[config.mk]
export PLATFORM = sky130hd
export DESIGN_NAME = fswa_queue
export DESIGN_NICKNAME = d
export VERILOG_FILES = /design/src/sv/fswa_pkg.sv /design/src/sv/fswa_queue.sv
export SDC_FILE = /design/constraint.sdc
export NUM_CORES = 1
export LEC_CHECK = 0
export ABC_CLOCK_PERIOD_IN_PS = 10900
export BUFFER_PORTS_ARGS = -buffer_cell sky130_fd_sc_hd__buf_4
export CAP_MARGIN = 20
export CORE_MARGIN = 5
export CORE_UTILIZATION = 50
export DETAILED_ROUTE_END_ITERATION = 6
export GPL_ROUTABILITY_DRIVEN = 1
export PLACE_DENSITY = 0.88
export SYNTH_ARGS = -nofsm -noshare
export SYNTH_HDL_FRONTEND = slang
export SYNTH_SLANG_ARGS = --single-unit
[constraint.sdc]
create_clock -name i_clk -period 10.9 [get_ports i_clk]
set_input_delay 1.09 -clock i_clk [delete_from_list [all_inputs] [get_ports i_clk]]
set_output_delay 1.09 -clock i_clk [all_outputs]
set_load 0.005 [all_outputs]
[src/sv/fswa_pkg.sv]
// Package for the frame statistics window average block.
// Holds widths, defaults, the back-end state enum and the queue entry type.
`default_nettype none
package fswa_pkg;
    localparam int unsigned LUMA_W      = 16;
    localparam int unsigned SLOT_W      = 7;
    localparam int unsigned SUM_W       = 37;
    localparam int unsigned CNT_W       = 21;
    localparam int unsigned HISTORY_SLOTS_DEF     = 128;
    localparam int unsigned WINDOW_LENGTH_DEF     = 32;
    localparam int unsigned MAX_FRAME_SAMPLES_DEF = 65536;
    localparam logic [SLOT_W-1:0] WINDOW_RESET = 7'd33;
    localparam logic [LUMA_W-1:0] LUMA_FULL = 16'hFFFF;

    typedef enum logic [2:0] {
        ST_IDLE, ST_DIV, ST_WRITE, ST_WALK, ST_DRAIN, ST_STORE, ST_OUT
    } t_back_state;

    typedef struct packed {
        logic [SUM_W-1:0]  sum;
        logic [CNT_W-1:0]  count;
        logic [LUMA_W-1:0] min;
        logic [LUMA_W-1:0] max;
        logic [SLOT_W-1:0] slot;
    } t_frame_rec;
endpackage
`default_nettype wire

[src/sv/fswa_queue.sv]
// Two-entry queue of frame records between front and back ends.
// Depends on fswa_pkg.
`default_nettype none
module fswa_queue (
    input  wire logic             i_clk,
    input  wire logic             i_rst_n,
    input  fswa_pkg::t_frame_rec  i_rec,
    input  wire logic             i_push,
    output logic                  o_not_full,
    output fswa_pkg::t_frame_rec  o_rec,
    output logic                  o_not_empty,
    input  wire logic             i_pop
);
    import fswa_pkg::*;

    t_frame_rec r_mem [2];
    logic       r_wp, r_rp;
    logic [1:0] r_cnt;

    assign o_not_full  = r_cnt != 2'd2;
    assign o_not_empty = r_cnt != 2'd0;
    assign o_rec       = r_mem[r_rp];

    // hold records, advance pointers
    always_ff @(posedge i_clk) begin
        if (i_push) r_mem[r_wp] <= i_rec;
    end

    always_ff @(posedge i_clk) begin
        if (!i_rst_n) begin
            r_wp <= 1'b0;
            r_rp <= 1'b0;
            r_cnt <= 2'd0;
        end else begin
            if (i_push) r_wp <= ~r_wp;
            if (i_pop) r_rp <= ~r_rp;
            r_cnt <= r_cnt + 2'(i_push) - 2'(i_pop);
        end
    end

`ifndef NO_ASSERTIONS
    a_no_ovf: assert property (@(posedge i_clk) disable iff (!i_rst_n)
        i_push |-> (o_not_full || i_pop)) else $error("queue overflow");
    a_no_udf: assert property (@(posedge i_clk) disable iff (!i_rst_n)
        i_pop |-> o_not_empty) else $error("queue underflow");
    a_cnt: assert property (@(posedge i_clk) disable iff (!i_rst_n)
        r_cnt != 2'd3) else $error("bad count");
`endif
endmodule
`default_nettype wire

==> impl_metrics.json <==
{
  "numCtsBuffers": 17,
  "wl_microns": 13800,
  "ir_worst_vdd_mv": 0.144,
  "core_sq_um": 14500,
  "clock_skew_ns": 0.00527,
  "grt_pass1_vias": 3965,
  "clock.fmax_ghz": 0.274,
  "cts.sinks": 199,
  "holdBufCountCts": 0,
  "syn_area_sq_um": 7340,
  "crit_path_end_kind": "primary output",
  "die_area_sq_um": 17200,
  "antenna_found_initial": 0,
  "synth_top_cell_by_area": "edfxtp_1",
  "grt_pass1_wl_microns": 21400,
  "final_util": 0.664,
  "synth-warning-count": 0,
  "fin_crit_sh": 0.335,
  "outcome": "finished clean",
  "pin_count": 200,
  "port_buffers": 199,
  "fp.dieH_microns": 131,
  "cts.reportedPaths.clkPinSlew_ns": 0.07,
  "grt_overflow": 0,
  "vias": 3674,
  "synth_seq_cells": 199,
  "worst_pin_slew_ns": 0.748,
  "initial_utilization": 0.507,
  "reg2reg_to": "r_mem[1][71]",
  "root_buffer": "clkbuf_16",
  "vias_per_cell": 5.03,
  "grt_max_degree": 53,
  "arrival_ns": 2.57,
  "rr_worst_depth": 2,
  "ys_seq_area_frac": 0.807,
  "drive_gt1_frac": 0.607,
  "place_hpwl_microns": 9390,
  "finalCriticalPeriod_ns": 3.66,
  "finalMaxSlewViolations": 0,
  "synthToLayoutAreaGrowth_pct": 30.9,
  "gp_congestion": 0.730,
  "reg2reg_slack_ns": 8.84,
  "hold_class": "flop to flop",
  "layout.nets": 637,
  "min_delay_path_depth": 2,
  "tns_ns": 0,
  "maxCapViolations": 0,
  "cp_max_fo": 52,
  "std_cell_rows": 44,
  "antenna_left": 0,
  "final-hold-violation-count": 0,
  "setup_violations": 0,
  "avgRoutedWirePerCell_microns": 18.8,
  "cts_tree": "built",
  "clockBufferDepth": 2,
  "startpoint_type": "flop",
  "p_leak_nw": 3.67,
  "grt_use_total": 0.157,
  "power_density_nw_per_um2": 178,
  "clk_latency_ns": 0.41,
  "hp-start": "r_rp",
  "max_slew_margin": 0.501,
  "chipWidth_microns": 131,
  "critPathKind": "flop to primary output",
  "yosys.cell_types.count": 15,
  "drtPass1Iterations": 4,
  "synth.top_cell.area_share": 0.793,
  "nFillCells": 943,
  "synth_fp_nets": 426,
  "syn_inst": 323,
  "antennaDiodeCount": 0,
  "required_ns": 9.81,
  "cts.htree.levels": 4,
  "rsz0062_at_grt": "false",
  "cts_resized": 0,
  "drc": 0,
  "synth_top_cells_by_area": "edfxtp_1 (79%), mux2_2 (10%), mux2_4 (6.1%), dfxtp_1 (1.4%), buf_6 (0.77%)",
  "rr_startpoint": "r_wp",
  "avgSynthCellArea_sq_um": 22.7,
  "post-cts-setup-buffers": 0,
  "drtIter0Drc": 246
}
-- flip-flops by register name, indices dropped and copies added, names as in the netlist, named ones only --
signal,flops
r_mem,194
r_cnt,2
r_rp,1
r_wp,1
-- power by group --
part	switching, mW	internal (mW)	total (mW)
sequential	0.0175	0.885	0.902
combinational	0.0733	0.119	0.192
clock	0.258	0.360	0.618
-- per-stage QoR --
stage	worst slack, ns	hold slack, ns	power, mW	instance area (sq um)	std cells
detailed placement	7.65	0.574	1.11	9020	699
floorplan	4.99	0.555	1.01	7340	323
global route	7.10	0.622	1.78	9610	731
finish	7.24	0.599	1.71	9610	731
global placement	7.69	0.560	1.11	9020	699
CTS	7.19	0.596	1.73	9610	731
-- per-layer routing --
layer	up-vias	GRT usage	wire, microns
met1	1818	0.192	5330
met2	138	0.264	7210
met3	23	0.0547	949
li1	1695	-	-
met4	0	0.0520	263
met5	-	0	0
-- worst max-delay path by stage --
stage               startpoint          end
floorplan               i_push  r_mem[0][0]
global placement          flop    o_rec[36]
detailed placement        flop    o_rec[16]
CTS                       flop     o_rec[0]
global route              flop    o_rec[18]
finish                    flop    o_rec[39]
-- cell usage after synthesis --
library cell	instances
or2_2	1
and2_1	4
nor2b_1	3
inv_1	2
mux2_2	67
dfxtp_1	5
ha_1	2
xor2_1	1
xnor3_1	1
mux2_4	30
nand2_1	1
buf_6	5
o21a_1	1
edfxtp_1	194
buf_2	6
-- layout by cell type, fill, tap and decap left out, drive strengths merged --
| cell | Yosys | routed |
|---|---|---|
| xor2 | 1 | 1 |
| xnor3 | 1 | 1 |
| nor2b | 3 | 3 |
| and2 | 4 | 4 |
| mux2 | 97 | 97 |
| inv | 2 | 3 |
| clkbuf | 0 | 19 |
| bufinv | 0 | 3 |
| or2 | 1 | 1 |
| clkinv | 0 | 8 |
| clkinvlp | 0 | 1 |
| edfxtp | 194 | 194 |
| nand2 | 1 | 1 |
| o21a | 1 | 1 |
| ha | 2 | 2 |
| dfxtp | 5 | 5 |
| buf | 11 | 203 |
-- kinds of logic (layout without fill, tap and decap cells) --
kind of cell    count (synthesis)  after routing  share of synthesized area
fa+ha+maj                       2              2                    0.00341
xor+xnor                        2              2                    0.00426
compound gates                  1              1                    0.00102
mux                            97             97                      0.164
simple gates                    9              9                    0.00733
flops                         199            199                      0.807
buf+inv                        13            237                     0.0128
-- area by class of cell --
cell class	count	area [sq um]	share of cell area
flip-flops and latches	199	5930	0.617
repair buffers	203	1520	0.159
multi-input cells	111	1330	0.139
clock buffers	19	433	0.0450
well taps	184	230	0.0240
clock inverters	13	155	0.0161
inverters	2	7.51	0.000781
-- worst max-delay path: stages (launching register included) --
cell	delay, ns
dfxtp_4	0.79
buf_4	0.70
mux2_2	0.43
buf_4	0.14
(Power assumes the default switching activity.)
