==> config.mk <==
export PLATFORM = sky130hd
export DESIGN_NAME = fswa_front_flat
export DESIGN_NICKNAME = d
export VERILOG_FILES = /design/src/sv/fswa_pkg.sv /design/src/sv/fswa_if.sv /design/src/sv/fswa_front.sv /design/src/flat_wrapper.sv
export SDC_FILE = /design/constraint.sdc
export NUM_CORES = 1
export LEC_CHECK = 0
export BUFFER_PORTS_ARGS = -buffer_cell sky130_fd_sc_hd__buf_2
export CELL_PAD_IN_SITES_DETAIL_PLACEMENT = 2
export CELL_PAD_IN_SITES_GLOBAL_PLACEMENT = 2
export CORE_MARGIN = 1
export CORE_UTILIZATION = 29
export CTS_CLUSTER_DIAMETER = 30
export DETAILED_ROUTE_END_ITERATION = 8
export PLACE_DENSITY = 0.74
export RECOVER_POWER = 25
export REMOVE_ABC_BUFFERS = 1
export SLEW_MARGIN = 5
export SYNTH_ARGS = -nofsm -noshare
export SYNTH_HDL_FRONTEND = slang
export SYNTH_SLANG_ARGS = --single-unit
==> constraint.sdc <==
create_clock -name i_clk -period 2.4 [get_ports i_clk]
set_input_delay 0.24 -clock i_clk [delete_from_list [all_inputs] [get_ports i_clk]]
set_output_delay 0.24 -clock i_clk [all_outputs]
set_load 0.03 [all_outputs]
==> src/sv/fswa_pkg.sv <==
// Package for the frame statistics window average block.
// Holds widths, defaults, the back-end state enum and the queue entry type.
`default_nettype none
package fswa_pkg;
    localparam int unsigned LUMA_W      = 16;
    localparam int unsigned SLOT_W      = 7;
    localparam int unsigned SUM_W       = 37;
    localparam int unsigned CNT_W       = 21;
    localparam int unsigned HISTORY_SLOTS_DEF     = 128;
    localparam int unsigned WINDOW_LENGTH_DEF     = 32;
    localparam int unsigned MAX_FRAME_SAMPLES_DEF = 65536;
    localparam logic [SLOT_W-1:0] WINDOW_RESET = 7'd33;
    localparam logic [LUMA_W-1:0] LUMA_FULL = 16'hFFFF;

    typedef enum logic [2:0] {
        ST_IDLE, ST_DIV, ST_WRITE, ST_WALK, ST_DRAIN, ST_STORE, ST_OUT
    } t_back_state;

    typedef struct packed {
        logic [SUM_W-1:0]  sum;
        logic [CNT_W-1:0]  count;
        logic [LUMA_W-1:0] min;
        logic [LUMA_W-1:0] max;
        logic [SLOT_W-1:0] slot;
    } t_frame_rec;
endpackage
`default_nettype wire

==> src/sv/fswa_if.sv <==
// Valid/ready channel interfaces for the frame statistics block.
// Depends on fswa_pkg for field widths.
`default_nettype none
interface fswa_in_if;
    logic                      valid;
    logic                      ready;
    logic [fswa_pkg::LUMA_W-1:0] luma_sample;
    logic                      last_sample;
    logic [fswa_pkg::SLOT_W-1:0] frame_slot;
    modport source (output valid, luma_sample, last_sample, frame_slot, input ready);
    modport sink   (input valid, luma_sample, last_sample, frame_slot, output ready);
endinterface

`default_nettype wire

==> src/sv/fswa_front.sv <==
// Front end: accumulates sum, count, min and max per frame, emits a frame record.
// Depends on fswa_pkg and fswa_in_if.
`default_nettype none
module fswa_front #(
    parameter int unsigned MAX_FRAME_SAMPLES = fswa_pkg::MAX_FRAME_SAMPLES_DEF
) (
    input  wire logic              i_clk,
    input  wire logic              i_rst_n,
    fswa_in_if.sink                in_ch,
    output fswa_pkg::t_frame_rec   o_rec,
    output logic                   o_rec_valid,
    input  wire logic              i_rec_ready
);
    import fswa_pkg::*;

    logic [SUM_W-1:0]  r_sum, n_sum;
    logic [CNT_W-1:0]  r_cnt, n_cnt;
    logic [LUMA_W-1:0] r_min, n_min, r_max, n_max;
    logic              take;

    // accept only when the queue can take a record
    assign in_ch.ready = i_rec_ready;
    assign take = in_ch.valid && in_ch.ready;

    // fold the sample in unless the frame is full
    always_comb begin
        n_sum = r_sum;
        n_cnt = r_cnt;
        n_min = r_min;
        n_max = r_max;
        if (r_cnt < CNT_W'(MAX_FRAME_SAMPLES)) begin
            n_sum = r_sum + SUM_W'(in_ch.luma_sample);
            n_cnt = r_cnt + 1'b1;
            if (in_ch.luma_sample > r_max) n_max = in_ch.luma_sample;
            if (in_ch.luma_sample != '0 && in_ch.luma_sample < r_min)
                n_min = in_ch.luma_sample;
        end
    end

    assign o_rec.sum   = n_sum;
    assign o_rec.count = n_cnt;
    assign o_rec.min   = n_min;
    assign o_rec.max   = n_max;
    assign o_rec.slot  = in_ch.frame_slot;
    assign o_rec_valid = take && in_ch.last_sample;

    // advance accumulators, clear at frame end
    always_ff @(posedge i_clk) begin
        if (!i_rst_n) begin
            r_sum <= '0;
            r_cnt <= '0;
            r_min <= LUMA_FULL;
            r_max <= '0;
        end else if (take) begin
            if (in_ch.last_sample) begin
                r_sum <= '0;
                r_cnt <= '0;
                r_min <= LUMA_FULL;
                r_max <= '0;
            end else begin
                r_sum <= n_sum;
                r_cnt <= n_cnt;
                r_min <= n_min;
                r_max <= n_max;
            end
        end
    end

`ifndef NO_ASSERTIONS
    a_cnt_bound: assert property (@(posedge i_clk) disable iff (!i_rst_n)
        r_cnt <= CNT_W'(MAX_FRAME_SAMPLES)) else $error("count overflow");
    a_clear: assert property (@(posedge i_clk) disable iff (!i_rst_n)
        o_rec_valid |=> (r_cnt == '0 && r_max == '0)) else $error("no clear");
    a_min_pos: assert property (@(posedge i_clk) disable iff (!i_rst_n)
        r_min != '0) else $error("zero min");
`endif
endmodule
`default_nettype wire

==> src/flat_wrapper.sv <==
// flat-port wrapper written by rule: the top's interface ports become plain ports
module fswa_front_flat import fswa_pkg::*;
#(
    parameter int unsigned MAX_FRAME_SAMPLES = fswa_pkg::MAX_FRAME_SAMPLES_DEF
)
  (i_clk, i_rst_n, o_rec, o_rec_valid, i_rec_ready, in_ch_valid, in_ch_luma_sample, in_ch_last_sample, in_ch_frame_slot, in_ch_ready);
  fswa_in_if in_ch_i ();
  input  wire logic i_clk;
  input  wire logic i_rst_n;
  output fswa_pkg::t_frame_rec o_rec;
  output logic o_rec_valid;
  input  wire logic i_rec_ready;
  input wire logic [$bits(in_ch_i.valid)-1:0] in_ch_valid;
  input wire logic [$bits(in_ch_i.luma_sample)-1:0] in_ch_luma_sample;
  input wire logic [$bits(in_ch_i.last_sample)-1:0] in_ch_last_sample;
  input wire logic [$bits(in_ch_i.frame_slot)-1:0] in_ch_frame_slot;
  output wire logic [$bits(in_ch_i.ready)-1:0] in_ch_ready;
  assign in_ch_i.valid = in_ch_valid;
  assign in_ch_i.luma_sample = in_ch_luma_sample;
  assign in_ch_i.last_sample = in_ch_last_sample;
  assign in_ch_i.frame_slot = in_ch_frame_slot;
  assign in_ch_ready = in_ch_i.ready;
  fswa_front #(.MAX_FRAME_SAMPLES(MAX_FRAME_SAMPLES)) u_core (.i_clk(i_clk), .i_rst_n(i_rst_n), .in_ch(in_ch_i), .o_rec(o_rec), .o_rec_valid(o_rec_valid), .i_rec_ready(i_rec_ready));
endmodule
==> flow_metrics.tcl <==
set metrics [dict create \
    cellPowerDensity_nw_per_um2 434 \
    io_buffers 112 \
    hold_violations 0 \
    seqPwrFrac 0.296 \
    crit_required_ns 2.16 \
    setup_slack_ns -1.27 \
    p_leak_uw 0.00548 \
    yosys.area.top_type "dfxtp_1" \
    via_per_inst 6.38 \
    grt_pass1_wl_um 57600 \
    yosysTopAreaCellShare 0.284 \
    initial_core_util 0.299 \
    detail-route-antenna-nets 0 \
    power.net_switching_uw 1980 \
    power_frac_comb 0.385 \
    die_w_um 150 \
    yosysSeqAreaShare 0.284 \
    drive_above_1_share 0.605 \
    rows 53 \
    vias 8941 \
    slew_headroom 0.471 \
    htree_levels 3 \
    core_area_um2 21200 \
    routed_wl_um 52100 \
    crit_arrival_ns 3.43 \
    hold_path_class "in2reg" \
    clockPowerShare 0.320 \
    worst_slew_pin_slew_ns 0.794 \
    fin_crit_sh 1.53 \
    synth_most_common_cell "nand2_1" \
    grt_pass1_vias 8976 \
    clockRootBuffer "clkbuf_16" \
    final-max-slew-violation-count 0 \
    final_core_util 0.576 \
    cts_tree "done" \
    max_freq_ghz 0.272 \
    startpoint_type "flop" \
    critPathMaxFanout 4 \
    skew_ns 0.0154 \
    clock_latency_ns 0.38 \
    status "finished, violations left" \
    wl_per_cell_um 37.2 \
    async_reset_ff_frac 0 \
    post-dp-hpwl_um 19400 \
    critPathCaptureType "output port" \
    switching_share 0.373 \
    min_period_ns 3.67 \
    postCtsHoldBufs 0 \
    netlist_area_um2 6350 \
    path_class "reg2out" \
    p_int_uw 3320 \
    synth_common_cells "nand2_1 (112), dfxtp_1 (90), nor2_1 (51)" \
    path_clk_slew_ns 0.08 \
    syn2layout_area_growth_pct 92.6 \
    clkSinkCount 90 \
    synth_cell_types 61 \
    rsz0062_at_grt "true" \
    r2r_slack_ns -0.53 \
    synth_area_leaders "dfxtp_1 (28%), ha_1 (9.5%), nand2_1 (6.6%)" \
    synth-main-ff-cell "dfxtp_1" \
    firstDrtPassIters 5 \
    ios 127 \
    die_h_um 150 \
    tns_ns -57.35 \
    ys_ff_latch 90 \
    grt_max_degree 32 \
    violations "negative setup slack" \
    max_cap_viol_count 0 \
    ir_drop_mv 0.621 \
    dieArea_um2 22500 \
    synth_cells 807 \
    nets 1198 \
    antenna_found_initial 3 \
    overflow 0 \
    cts_buffers 9 \
    grt_usage 0.344 \
    setup_viol_count_final 147 \
    syn_area_per_cell_um2 7.87 \
    clk_path_buf_depth 2 \
    yosysWarnings 0 \
    synth_edf_count 0 \
    drc_errors 0 \
    drtIter0Drc 638 \
    finalHoldWorstSlack_ns 0.271 \
    routabilityCongestion 0.801 \
]
==> through the flow <==
step	cell area [um2]	total power (uW)	worst slack, ns	std cells
after floorplan	6090	2200	-1.19	750
after global placement	8310	2690	-0.502	1305
after detailed placement	8310	2730	-0.545	1305
after CTS	10400	4730	-0.616	1359
after global routing	12200	5390	-1.21	1402
final	12200	5310	-1.27	1402
==> critical path: stages (launching register included) <==
cell	delay [ns]
dfxtp_1	0.37
ha_4	0.29
nand4_1	0.20
buf_4	0.22
a211oi_2	0.26
nand4_1	0.27
o22ai_4	0.26
nand4b_1	0.24
xnor2_1	0.59
buf_4	0.34
==> sequential cells by signal, summed over array words and instances, names as in the netlist <==
name,cells
u_core.r_cnt,21
u_core.r_max,16
u_core.r_min,16
u_core.r_sum,37
==> power by group through the flow <==
stage	Clock (uW)	Sequential, uW	Combinational [uW]
after floorplan	0	1580	619
after global placement	0	1580	1110
after detailed placement	0	1580	1150
after CTS	1650	1550	1530
after global routing	1740	1570	2070
final	1700	1570	2040
==> routing by layer <==
metal  up-vias  global-route usage  part of all wire  wire, um
met5         -                   0           0.00025        13
met4         2               0.176             0.054      2840
met3       186              0.0515             0.077      3990
met2       563               0.588              0.47     24500
met1      4631               0.418              0.40     20800
li1       3559                   -                 -         -
==> cell families (layout without fill, tap and decap cells) <==
family          Yosys count  count (layout)  synth area share
buf+inv                  97             414            0.0643
flops                    90              90             0.284
compound gates          206             206             0.218
simple gates            290             291             0.223
mux                      25              25            0.0440
xor+xnor                 50              50            0.0690
other cells               0               2                 0
fa+ha+maj                49              49            0.0978
==> placed cells by master (no fill, tap or decap), drive strengths merged, types with 11 or more instances in the layout <==
master    n
o311ai   16
nand2   114
nand3    20
o31ai    11
o211ai   18
xnor2    34
nand4    39
a22oi    17
xor2     16
a31oi    16
mux2     23
o21ai    48
inv      40
clkbuf   18
a21o     17
ha       48
and3     11
dfxtp    90
nor2     52
a21oi    33
buf     351
==> path summary, 6_finish.rpt <==
kind	startpoint	end	cells after the start
worst max register to register	u_core.r_sum[9]	u_core.r_sum[18]	11
worst max-delay path	u_core.r_sum[14]	o_rec[96]	9
worst min register to register	u_core.r_cnt[17]	u_core.r_cnt[17]	1
worst min-delay path	i_rst_n	u_core.r_cnt[16]	2
==> area by class of cell <==
type / instances / area [um2]
Fill cell: 2071 / 9000
Multi-Input combinational cell: 621 / 6290
Timing Repair Buffer: 359 / 3280
Sequential cell: 90 / 1840
Tap cell: 275 / 344
Clock buffer: 10 / 239
Inverter: 40 / 150
Clock inverter: 5 / 78.8
Antenna cell: 2 / 5.00
==> repair_timing <==
item / 4_1_cts / 5_1_grt
setup endpoints to repair: 129 / 137
hold endpoints to repair: 0 / 0
gates cloned: 3 / 1
pin swaps: 80 / 115
gates resized for setup: 366 / 316
buffers inserted: 41 / 55
Note: power is estimated with default switching activity, not from simulation.
